==> src/rtl/core/sfs_pkg.sv <==
`timescale 1ns / 1ps

package sfs_pkg;

  // Field and datapath widths.
  localparam int FRAME_W    = 16;
  localparam int TIME_W     = 32;
  localparam int GAIN_W     = 16;
  localparam int PLAYS_W    = 16;
  localparam int PROD_W     = GAIN_W + TIME_W;
  localparam int GAIN_FRAC  = 8;
  localparam int ADJ_W      = PROD_W - GAIN_FRAC;
  localparam int DIVIDEND_W = ADJ_W + 1;
  localparam int DIVISOR_W  = TIME_W;
  localparam int DIV_CNT_W  = $clog2(DIVIDEND_W + 1);
  localparam int LEN_W      = FRAME_W + 1;
  localparam int EVENT_W    = 2;
  localparam int STEP_W     = 4;
  localparam int CFG_IDX_W  = 3;
  localparam int CFG_DATA_W = 32;
  localparam int IN_DATA_W  = 32;
  localparam int OUT_DATA_W = 24;
  localparam int OUT_USED_W = FRAME_W + 1 + EVENT_W + 1;

  // Register reset values.
  localparam logic [TIME_W-1:0]  PERIOD_RESET = 32'd16667;
  localparam logic [GAIN_W-1:0]  GAIN_RESET   = 16'd256;
  localparam logic [PLAYS_W-1:0] PLAYS_RESET  = 16'd1;

  // Configuration register indexes.
  typedef enum logic [CFG_IDX_W-1:0] {
    CFG_START_FRAME  = 3'd0,
    CFG_END_FRAME    = 3'd1,
    CFG_FRAME_PERIOD = 3'd2,
    CFG_SPEED_GAIN   = 3'd3,
    CFG_PLAY_REVERSE = 3'd4,
    CFG_PLAY_COUNT   = 3'd5,
    CFG_PLAY_FOREVER = 3'd6
  } cfg_index_t;

  // End event codes.
  typedef enum logic [EVENT_W-1:0] {
    EV_NONE  = 2'd0,
    EV_END   = 2'd1,
    EV_BEGIN = 2'd2
  } end_event_t;

  // Request opcodes.
  localparam logic OPC_TICK    = 1'b0;
  localparam logic OPC_RESTART = 1'b1;

  // Datapath operations driven by the control word.
  typedef enum logic [3:0] {
    OP_NOP        = 4'd0,
    OP_ACCEPT     = 4'd1,
    OP_MUL        = 4'd2,
    OP_SPEND      = 4'd3,
    OP_DIV_PERIOD = 4'd4,
    OP_STEPS      = 4'd5,
    OP_NEAR       = 4'd6,
    OP_DIV_RANGE  = 4'd7,
    OP_WRAP       = 4'd8,
    OP_RESTART    = 4'd9,
    OP_EMIT       = 4'd10
  } op_t;

  // Jump conditions.
  typedef enum logic [3:0] {
    C_NEVER    = 4'd0,
    C_ALWAYS   = 4'd1,
    C_NO_INPUT = 4'd2,
    C_RESTART  = 4'd3,
    C_STOPPED  = 4'd4,
    C_SHORT    = 4'd5,
    C_DIV_BUSY = 4'd6,
    C_NEAR     = 4'd7,
    C_OUT_BUSY = 4'd8
  } cond_t;

  typedef struct packed {
    op_t               op;
    cond_t             cond;
    logic [STEP_W-1:0] target;
  } ucode_t;

  // Datapath status seen by the sequencer.
  typedef struct packed {
    logic no_input;
    logic restart;
    logic stopped;
    logic short_tick;
    logic div_busy;
    logic near;
    logic out_busy;
  } status_t;

  // Program addresses.
  localparam logic [STEP_W-1:0] ST_WAIT       = 4'd0;
  localparam logic [STEP_W-1:0] ST_MUL        = 4'd1;
  localparam logic [STEP_W-1:0] ST_CHECK      = 4'd2;
  localparam logic [STEP_W-1:0] ST_SPEND      = 4'd3;
  localparam logic [STEP_W-1:0] ST_DIV1       = 4'd4;
  localparam logic [STEP_W-1:0] ST_DIV1_WAIT  = 4'd5;
  localparam logic [STEP_W-1:0] ST_STEPS      = 4'd6;
  localparam logic [STEP_W-1:0] ST_NEAR       = 4'd7;
  localparam logic [STEP_W-1:0] ST_DIV2       = 4'd8;
  localparam logic [STEP_W-1:0] ST_DIV2_WAIT  = 4'd9;
  localparam logic [STEP_W-1:0] ST_WRAP       = 4'd10;
  localparam logic [STEP_W-1:0] ST_RESTART    = 4'd11;
  localparam logic [STEP_W-1:0] ST_EMIT       = 4'd15;

  // Control store. A step jumps to target when its condition holds and
  // otherwise falls through to the next address; the last address wraps
  // back to the wait step.
  function automatic ucode_t ucode_rom(input logic [STEP_W-1:0] step);
    ucode_t w;
    case (step)
      ST_WAIT:      w = '{OP_ACCEPT,     C_NO_INPUT, ST_WAIT};
      ST_MUL:       w = '{OP_MUL,        C_RESTART,  ST_RESTART};
      ST_CHECK:     w = '{OP_NOP,        C_STOPPED,  ST_EMIT};
      ST_SPEND:     w = '{OP_SPEND,      C_SHORT,    ST_EMIT};
      ST_DIV1:      w = '{OP_DIV_PERIOD, C_NEVER,    ST_WAIT};
      ST_DIV1_WAIT: w = '{OP_NOP,        C_DIV_BUSY, ST_DIV1_WAIT};
      ST_STEPS:     w = '{OP_STEPS,      C_NEVER,    ST_WAIT};
      ST_NEAR:      w = '{OP_NEAR,       C_NEAR,     ST_EMIT};
      ST_DIV2:      w = '{OP_DIV_RANGE,  C_NEVER,    ST_WAIT};
      ST_DIV2_WAIT: w = '{OP_NOP,        C_DIV_BUSY, ST_DIV2_WAIT};
      ST_WRAP:      w = '{OP_WRAP,       C_ALWAYS,   ST_EMIT};
      ST_RESTART:   w = '{OP_RESTART,    C_ALWAYS,   ST_EMIT};
      ST_EMIT:      w = '{OP_EMIT,       C_OUT_BUSY, ST_EMIT};
      default:      w = '{OP_NOP,        C_ALWAYS,   ST_WAIT};
    endcase
    return w;
  endfunction

endpackage

==> src/rtl/core/sfs_div.sv <==
`timescale 1ns / 1ps

// Restoring divider, one quotient bit per cycle.
module sfs_div import sfs_pkg::*; (
  input  logic                  clk,
  input  logic                  rst_n,
  input  logic                  start,
  input  logic [DIVIDEND_W-1:0] dividend,
  input  logic [DIVISOR_W-1:0]  divisor,
  output logic                  busy,
  output logic [DIVIDEND_W-1:0] quo,
  output logic [DIVISOR_W-1:0]  rem
);

  logic [DIV_CNT_W-1:0]  cnt_r, cnt_nxt;
  logic [DIVIDEND_W-1:0] quo_r, quo_nxt;
  logic [DIVISOR_W-1:0]  rem_r, rem_nxt;
  logic [DIVISOR_W-1:0]  divisor_r, divisor_nxt;
  logic [DIVISOR_W:0]    shifted;
  logic [DIVISOR_W:0]    diff;
  logic                  ge;

  // Shift the next dividend bit into the partial remainder and try a subtract.
  // The divisor is held from the start cycle for the whole divide.
  assign shifted = {rem_r, quo_r[DIVIDEND_W-1]};
  assign diff    = shifted - {1'b0, divisor_r};
  assign ge      = shifted >= {1'b0, divisor_r};

  always_comb begin
    cnt_nxt     = cnt_r;
    quo_nxt     = quo_r;
    rem_nxt     = rem_r;
    divisor_nxt = divisor_r;
    if (start) begin
      cnt_nxt     = DIV_CNT_W'(DIVIDEND_W);
      quo_nxt     = dividend;
      rem_nxt     = '0;
      divisor_nxt = divisor;
    end else if (busy) begin
      cnt_nxt = cnt_r - 1'b1;
      quo_nxt = {quo_r[DIVIDEND_W-2:0], ge};
      rem_nxt = ge ? diff[DIVISOR_W-1:0] : shifted[DIVISOR_W-1:0];
    end
  end

  always_ff @(posedge clk) begin
    if (!rst_n) begin
      cnt_r <= '0;
    end else begin
      cnt_r <= cnt_nxt;
    end
  end

  always_ff @(posedge clk) begin
    quo_r     <= quo_nxt;
    rem_r     <= rem_nxt;
    divisor_r <= divisor_nxt;
  end

  assign busy = cnt_r != '0;
  assign quo  = quo_r;
  assign rem  = rem_r;

endmodule

==> src/rtl/core/sfs_seq.sv <==
`timescale 1ns / 1ps

// Step counter over the control store with conditional jumps.
module sfs_seq import sfs_pkg::*; (
  input  logic    clk,
  input  logic    rst_n,
  input  status_t status,
  output op_t     op
);

  logic [STEP_W-1:0] pc_r, pc_nxt;
  ucode_t            word;
  logic              hit;

  assign word = ucode_rom(pc_r);

  // Select the jump condition named by the control word.
  always_comb begin
    case (word.cond)
      C_NEVER:    hit = 1'b0;
      C_ALWAYS:   hit = 1'b1;
      C_NO_INPUT: hit = status.no_input;
      C_RESTART:  hit = status.restart;
      C_STOPPED:  hit = status.stopped;
      C_SHORT:    hit = status.short_tick;
      C_DIV_BUSY: hit = status.div_busy;
      C_NEAR:     hit = status.near;
      C_OUT_BUSY: hit = status.out_busy;
      default:    hit = 1'b1;
    endcase
    pc_nxt = hit ? word.target : pc_r + 1'b1;
  end

  always_ff @(posedge clk) begin
    if (!rst_n) begin
      pc_r <= ST_WAIT;
    end else begin
      pc_r <= pc_nxt;
    end
  end

  assign op = word.op;

endmodule

==> src/rtl/core/sprite_frame_sequencer.sv <==
`timescale 1ns / 1ps

// A restart, or a tick that arrives while stopped, goes from accept through the multiply step
// to emit; a tick that stays in the current frame also spends its time, one that steps frames
// also divides by the period, and one that wraps divides by the range too; each divide is 41 bits.
// A new request is taken the cycle after the previous result enters the output register,
// so requests are never overlapped, and an output stall holds off the next one.
// Synchronous active-low reset restores the register reset values and the playing state.
module sprite_frame_sequencer import sfs_pkg::*; (
  input  logic                  clk,
  input  logic                  rst_n,
  input  logic                  cfg_we,
  input  logic [CFG_IDX_W-1:0]  cfg_index,
  input  logic [CFG_DATA_W-1:0] cfg_wdata,
  input  logic                  in_tvalid,
  output logic                  in_tready,
  input  logic [IN_DATA_W-1:0]  in_tdata,   // [31:0] delta_time
  input  logic                  in_tuser,   // [0] opcode
  output logic                  out_tvalid,
  input  logic                  out_tready,
  // [15:0] frame_index, [16] frame_changed, [18:17] end_event, [19] is_playing
  output logic [OUT_DATA_W-1:0] out_tdata
);

  // Configuration registers.
  logic [FRAME_W-1:0] start_frame_r, end_frame_r;
  logic [TIME_W-1:0]  frame_period_r;
  logic [GAIN_W-1:0]  speed_gain_r;
  logic               play_reverse_r, play_forever_r;
  logic [PLAYS_W-1:0] play_count_r;

  always_ff @(posedge clk) begin
    if (!rst_n) begin
      start_frame_r  <= '0;
      end_frame_r    <= '0;
      frame_period_r <= PERIOD_RESET;
      speed_gain_r   <= GAIN_RESET;
      play_reverse_r <= 1'b0;
      play_count_r   <= PLAYS_RESET;
      play_forever_r <= 1'b0;
    end else if (cfg_we) begin
      case (cfg_index_t'(cfg_index))
        CFG_START_FRAME:  start_frame_r  <= cfg_wdata[FRAME_W-1:0];
        CFG_END_FRAME:    end_frame_r    <= cfg_wdata[FRAME_W-1:0];
        CFG_FRAME_PERIOD: frame_period_r <= cfg_wdata[TIME_W-1:0];
        CFG_SPEED_GAIN:   speed_gain_r   <= cfg_wdata[GAIN_W-1:0];
        CFG_PLAY_REVERSE: play_reverse_r <= cfg_wdata[0];
        CFG_PLAY_COUNT:   play_count_r   <= cfg_wdata[PLAYS_W-1:0];
        CFG_PLAY_FOREVER: play_forever_r <= cfg_wdata[0];
        default: ;
      endcase
    end
  end

  // Sequencer and shared divider.
  op_t                   op;
  status_t               status;
  logic                  div_start, div_busy;
  logic [DIVIDEND_W-1:0] div_quo;
  logic [DIVISOR_W-1:0]  div_rem, div_divisor;

  sfs_seq u_seq (
    .clk    (clk),
    .rst_n  (rst_n),
    .status (status),
    .op     (op)
  );

  // Playback state and working registers.
  logic [FRAME_W-1:0]    frame_r, frame_nxt;
  logic [TIME_W-1:0]     time_left_r, time_left_nxt;
  logic [PLAYS_W-1:0]    plays_r, plays_nxt;
  logic                  playing_r, playing_nxt;
  logic                  opcode_r;
  logic [TIME_W-1:0]     delta_r;
  logic [ADJ_W-1:0]      adj_r, adj_nxt;
  logic [DIVIDEND_W-1:0] rest_r, rest_nxt;
  logic [DIVIDEND_W-1:0] k_r, k_nxt;
  logic [TIME_W-1:0]     r1_r, r1_nxt;
  logic [LEN_W-1:0]      d1_r, d1_nxt, len_r, len_nxt;
  logic [FRAME_W-1:0]    before_r, before_nxt;
  end_event_t            ev_r, ev_nxt;
  logic                  out_valid_r;
  logic [OUT_USED_W-1:0] out_data_r;

  logic [TIME_W-1:0]     period;
  logic [PROD_W-1:0]     product;
  logic                  in_fire, emit_fire, out_busy;
  logic [DIVIDEND_W-1:0] wraps;
  logic [PLAYS_W-1:0]    done_at;
  logic                  finish;
  logic [FRAME_W-1:0]    wrap_off;

  // A zero period counts as one microsecond.
  assign period    = (frame_period_r == '0) ? TIME_W'(1) : frame_period_r;
  assign product   = speed_gain_r * delta_r;
  assign in_tready = op == OP_ACCEPT;
  assign in_fire   = in_tvalid && in_tready;
  assign out_busy  = out_valid_r && !out_tready;
  assign emit_fire = (op == OP_EMIT) && !out_busy;

  assign div_start   = (op == OP_DIV_PERIOD) || (op == OP_DIV_RANGE);
  assign div_divisor = (op == OP_DIV_RANGE) ? DIVISOR_W'(len_r) : period;

  sfs_div u_div (
    .clk      (clk),
    .rst_n    (rst_n),
    .start    (div_start),
    .dividend (rest_r),
    .divisor  (div_divisor),
    .busy     (div_busy),
    .quo      (div_quo),
    .rem      (div_rem)
  );

  // Wrap count and the test for running out of plays.
  assign wraps    = div_quo + 1'b1;
  assign done_at  = (plays_r == '0) ? PLAYS_W'(1) : plays_r;
  assign finish   = !play_forever_r && (wraps >= DIVIDEND_W'(done_at));
  assign wrap_off = div_rem[FRAME_W-1:0];

  always_comb begin
    status.no_input   = !in_tvalid;
    status.restart    = opcode_r == OPC_RESTART;
    status.stopped    = !playing_r;
    status.short_tick = adj_r < ADJ_W'(time_left_r);
    status.div_busy   = div_busy;
    status.near       = k_r < DIVIDEND_W'(d1_r);
    status.out_busy   = out_busy;
  end

  // Datapath operations selected by the control word.
  always_comb begin
    frame_nxt     = frame_r;
    time_left_nxt = time_left_r;
    plays_nxt     = plays_r;
    playing_nxt   = playing_r;
    adj_nxt       = adj_r;
    rest_nxt      = rest_r;
    k_nxt         = k_r;
    r1_nxt        = r1_r;
    d1_nxt        = d1_r;
    len_nxt       = len_r;
    before_nxt    = before_r;
    ev_nxt        = ev_r;
    case (op)
      OP_MUL: begin
        adj_nxt    = product[PROD_W-1:GAIN_FRAC];
        before_nxt = frame_r;
        ev_nxt     = EV_NONE;
      end
      OP_SPEND: begin
        if (status.short_tick) begin
          time_left_nxt = time_left_r - adj_r[TIME_W-1:0];
        end else begin
          rest_nxt = {1'b0, adj_r} - DIVIDEND_W'(time_left_r);
        end
      end
      OP_STEPS: begin
        k_nxt  = div_quo + 1'b1;
        r1_nxt = div_rem;
        // Steps left before the next wrap, and the range length.
        if (!play_reverse_r) begin
          d1_nxt = (frame_r < end_frame_r) ?
                   LEN_W'(end_frame_r - frame_r) + 1'b1 : LEN_W'(1);
        end else begin
          d1_nxt = (frame_r > start_frame_r) ?
                   LEN_W'(frame_r - start_frame_r) + 1'b1 : LEN_W'(1);
        end
        len_nxt = (start_frame_r <= end_frame_r) ?
                  LEN_W'(end_frame_r - start_frame_r) + 1'b1 : LEN_W'(1);
      end
      OP_NEAR: begin
        if (status.near) begin
          frame_nxt     = play_reverse_r ? frame_r - k_r[FRAME_W-1:0] :
                                           frame_r + k_r[FRAME_W-1:0];
          time_left_nxt = period - r1_r;
        end else begin
          rest_nxt = k_r - DIVIDEND_W'(d1_r);
        end
      end
      OP_WRAP: begin
        if (finish) begin
          plays_nxt     = '0;
          playing_nxt   = 1'b0;
          frame_nxt     = play_reverse_r ? start_frame_r : end_frame_r;
          time_left_nxt = '0;
          ev_nxt        = play_reverse_r ? EV_BEGIN : EV_END;
        end else begin
          if (!play_forever_r) begin
            plays_nxt = plays_r - wraps[PLAYS_W-1:0];
          end
          frame_nxt     = play_reverse_r ? end_frame_r - wrap_off :
                                           start_frame_r + wrap_off;
          time_left_nxt = period - r1_r;
        end
      end
      OP_RESTART: begin
        frame_nxt     = play_reverse_r ? end_frame_r : start_frame_r;
        time_left_nxt = frame_period_r;
        plays_nxt     = play_count_r;
        playing_nxt   = 1'b1;
        ev_nxt        = EV_NONE;
      end
      default: ;
    endcase
  end

  // Playback state with reset.
  always_ff @(posedge clk) begin
    if (!rst_n) begin
      frame_r     <= '0;
      time_left_r <= PERIOD_RESET;
      plays_r     <= PLAYS_RESET;
      playing_r   <= 1'b1;
    end else begin
      frame_r     <= frame_nxt;
      time_left_r <= time_left_nxt;
      plays_r     <= plays_nxt;
      playing_r   <= playing_nxt;
    end
  end

  // Working registers and the captured request.
  always_ff @(posedge clk) begin
    if (in_fire) begin
      opcode_r <= in_tuser;
      delta_r  <= in_tdata[TIME_W-1:0];
    end
    adj_r    <= adj_nxt;
    rest_r   <= rest_nxt;
    k_r      <= k_nxt;
    r1_r     <= r1_nxt;
    d1_r     <= d1_nxt;
    len_r    <= len_nxt;
    before_r <= before_nxt;
    ev_r     <= ev_nxt;
  end

  // Output register; a pending result holds until taken.
  always_ff @(posedge clk) begin
    if (!rst_n) begin
      out_valid_r <= 1'b0;
    end else if (emit_fire) begin
      out_valid_r <= 1'b1;
    end else if (out_tready) begin
      out_valid_r <= 1'b0;
    end
  end

  always_ff @(posedge clk) begin
    if (emit_fire) begin
      out_data_r <= {playing_r, ev_r, frame_r != before_r, frame_r};
    end
  end

  assign out_tvalid = out_valid_r;
  assign out_tdata  = {(OUT_DATA_W - OUT_USED_W)'(0), out_data_r};

endmodule

==> config.mk <==
export PLATFORM = sky130hd
export DESIGN_NAME = sprite_frame_sequencer
export DESIGN_NICKNAME = d
export VERILOG_FILES = /design/src/rtl/core/sfs_pkg.sv /design/src/rtl/core/sfs_div.sv /design/src/rtl/core/sfs_seq.sv /design/src/rtl/core/sprite_frame_sequencer.sv
export SDC_FILE = /design/constraint.sdc
export NUM_CORES = 2
export LEC_CHECK = 0
export BUFFER_PORTS_ARGS = -buffer_cell sky130_fd_sc_hd__buf_2
export CAP_MARGIN = 30
export CORE_MARGIN = 2
export CORE_UTILIZATION = 37
export DETAILED_ROUTE_END_ITERATION = 8
export PLACE_DENSITY = 0.56
export REMOVE_ABC_BUFFERS = 1
export SYNTH_ARGS = -nofsm -noshare
export SYNTH_HDL_FRONTEND = slang
export SYNTH_HIERARCHICAL = 1
export SYNTH_SLANG_ARGS = --single-unit
==> constraint.sdc <==
create_clock -name clk -period 18 [get_ports clk]
set_clock_uncertainty 0.05 [all_clocks]
set_input_delay 5.4 -clock clk [delete_from_list [all_inputs] [get_ports clk]]
set_output_delay 5.4 -clock clk [all_outputs]
set_load 0.005 [all_outputs]
==> metrics.csv <==
stage,metric,value,unit
synth,"FFs w/ async S/R, synth",0,%
timing,crit share post-route,45.0,%
cts,root buf cell,clkbuf_16,
global_routing,global route overflow,0,
timing,RSZ-0062 raised after global routing,false,
timing,fin. max-slew vios,0,
synth,Post-Synth Simple-Gate Area,15.7,%
floorplanning,row cnt,138,
synth,Synth cell types,105,
route,vias,40896,
critical_path,Critical R2R Launch,delta_r[7],
worst_hold_path,Worst Hold Class,reg2reg,
floorplanning,Die H,382,um
route,drt initial violations,3413,
cts,Post-CTS Hold Fix Bufs,0,
timing,setup_tns,0,ns
global_routing,vias in the first global route,41226,
global_routing,first-pass GRT wire length,244000,um
critical_path,CP Class,reg2out,
timing,fmax,124,MHz
global_routing,GRT Resource Usage Total,21.4,%
route,WL per Instance,20.3,um
floorplanning,Initial Utilization,37.3,%
route,via/cell ratio,5.30,
power,leak pwr,24.8,nW
placement,Placed Area,55200,sq um
timing,"Hold Vio Cnt, Final",0,
flow_run,max-capacitance violation count,0,
finish,post-route cell area,57600,sq um
route,detailed-router iteration count before antenna repair,9,
global_routing,largest net degree at the start of global routing,108,
cts,post-CTS sizing,0,
critical_path,Max Fanout on Critical Path,13,
synth,XOR/XNOR Fraction of Synth Area,5.75,%
cts,Clock H-tree levels,3,
cts,worst-skew pair later-pin latency,0.68,ns
power,Pwr Density,122,nW/um^2
timing,normalized max-slew margin,30.2,%
cts,TritonCTS buffer count,72,
finish,Syn-to-layout area delta,8.77,%
timing,Worst Tran Pin Value,1.05,ns
finish,nets,6750,
floorplanning,I/O pin total,99,
finish,"commonest non-fill, non-tap cell in the layout",inv_1,
synth,Yosys warning count,6,
route,ANT nets after route,0,
synth,Post-Syn Area,53000,sq um
critical_path,Worst Path Required,12.55,ns
worst_hold_path,Hold Startpoint,ev_r[1],
finish,diode count,0,
synth,synthesized area per cell,9.12,sq um
synth,Synth Instances,5809,
cts,# clock sinks,550,
floorplanning,chip width,382,um
synth,adder-cell area share of the yosys netlist,27.7,%
synth,ys flop type,edfxtp_1,
synth,mux contribution to synthesized area,2.22,%
critical_path,Critical Path Start Type,flip-flop,
synth,#FFs+latches synth,550,
critical_path,worst setup path start,u_seq/word[8],
floorplanning,core area,142000,sq um
cts,maximum clock path buffer count,3,
floorplanning,die area,146000,sq um
global_routing,initial antenna violation count,10,
synth,"EDFF count, synth",332,
timing,Setup-failing EPs final,0,
synth,"Seq/Total Area, Yosys",27.0,%
placement,DP Wirelength,120000,um
cts,register clock-pin slew on the reported worst setup and hold paths,0.05,ns
outcome,status,finished clean,
finish,fillcell total,14150,
synth,Compound-Gate Fraction of Synth Area,13.8,%
route,drt drc,0,
finish,proportion of layout cells with a drive suffix above 1,6.65,%
synth,main combinational cell family by area after synthesis,adder cells,
placement,placer congestion estimate,0.911,
critical_path,worst reg2reg setup slack,10.40,ns
cts,CTS tree,done,
critical_path,Worst setup EP type,output pin,
power,Peak supply drop,0.0713,mV
critical_path,critical path arrival,2.64,ns
placement,I/O Buffers,94,
finish,"commonest cells after routing, fill and taps aside","inv_1 (797), nand2_1 (729), ha_1 (473)",
route,WL final,157000,um
cts,setup bufs post-CTS,0,
timing,crit path time final,8.09,ns
kinds of logic after synthesis:
| family | count (synthesis) |
|---|---|
| flip-flops | 550 |
| XOR/XNOR | 348 |
| other | 1 |
| buffers and inverters | 1062 |
| multiplexers | 106 |
| AO/OA/AOI/OAI | 1092 |
| adder cells (fa/ha/maj) | 910 |
| AND/OR/NAND/NOR | 1740 |
worst paths after layout:
path | to | cells after the start
setup / recovery | in_tready | 3
hold / removal | out_data_r[18] | 0
setup reg to reg | adj_r[29] | 22
hold reg to reg | out_data_r[18] | 0
Yosys cell counts, types with 60 or more instances:
cell type / count / area share, %
ha_1: 473 / 11
and2_1: 247 / 2.9
fa_1: 437 / 17
a21boi_0: 100 / 1.4
a21o_1: 95 / 1.3
xor2_1: 154 / 2.5
clkbuf_1: 227 / 1.6
nor2b_1: 71 / 0.84
inv_1: 797 / 5.6
dfxtp_1: 218 / 8.2
o21ai_0: 208 / 2.0
nand3_1: 91 / 0.86
nand2_1: 729 / 5.2
edfxtp_1: 332 / 19
nor3_1: 84 / 0.79
mux2_2: 60 / 1.3
xnor2_1: 194 / 3.2
nor2_1: 274 / 1.9
a21oi_1: 279 / 2.6
report_power, final:
| part | internal [W] | total, W | switching, W |
|---|---|---|---|
| registers | 0.00179 | 0.00218 | 0.000391 |
| logic | 0.00135 | 0.00337 | 0.00203 |
| clock network | 0.000869 | 0.00148 | 0.000613 |
area by class of cell:
type                       count  area, sq um  area share (%)
sequential                   550        14300            24.9
inverter                     799         3000            5.20
tap                         1890         2360            4.10
clock inverter                34          408           0.708
clock buffer                  96         1980            3.44
multi-input combinational   4200        34600            60.1
timing repair buffer         144          897            1.56
sequential cells by signal, indices dropped and copies added, names as in the netlist, 16 cells and up:
register,cells
frame_period_r,32
len_r,17
u_div/rem,32
rest_r,41
delta_r,32
out_data_r,20
adj_r,40
end_frame_r,16
speed_gain_r,16
frame_r,16
k_r,41
time_left_r,32
u_div/quo,41
before_r,16
plays_r,16
play_count_r,16
start_frame_r,16
d1_r,17
u_div/divisor_r,32
r1_r,32
per-layer routing:
metal	share of wire [%]	wire, um	track usage (%)	vias to the layer above
met2	46	72500	35.1	1160
met3	5.9	9230	2.90	211
li1	-	-	-	19408
met1	45	71000	29.5	20115
met5	0.0083	13	0	-
met4	2.5	3930	6.07	2
per-stage QoR:
| stage | hold WS [ns] | utilization [%] | cells | power (W) | setup slack [ns] |
|---|---|---|---|---|---|
| 6_report | 0.374 | 40.6 | 7713 | 0.00703 | 9.91 |
| 5_1_grt | 0.384 | 40.6 | 7713 | 0.00753 | 9.90 |
| 4_1_cts | 0.377 | 40.6 | 7713 | 0.00705 | 9.99 |
| 3_5_place_dp | 0.365 | 38.9 | 7583 | 0.00553 | 10.41 |
| 3_3_place_gp | 0.361 | 38.9 | 7579 | 0.00549 | 10.17 |
| 2_1_floorplan | 0.350 | - | 5549 | 0.00451 | 7.83 |
critical path, stage by stage (launching register included):
cell	delay (ns)
dfxtp_1	0.80
nand2b_1	0.31
nor3_1	0.59
buf_2	0.27
(Power assumes the default switching activity.)
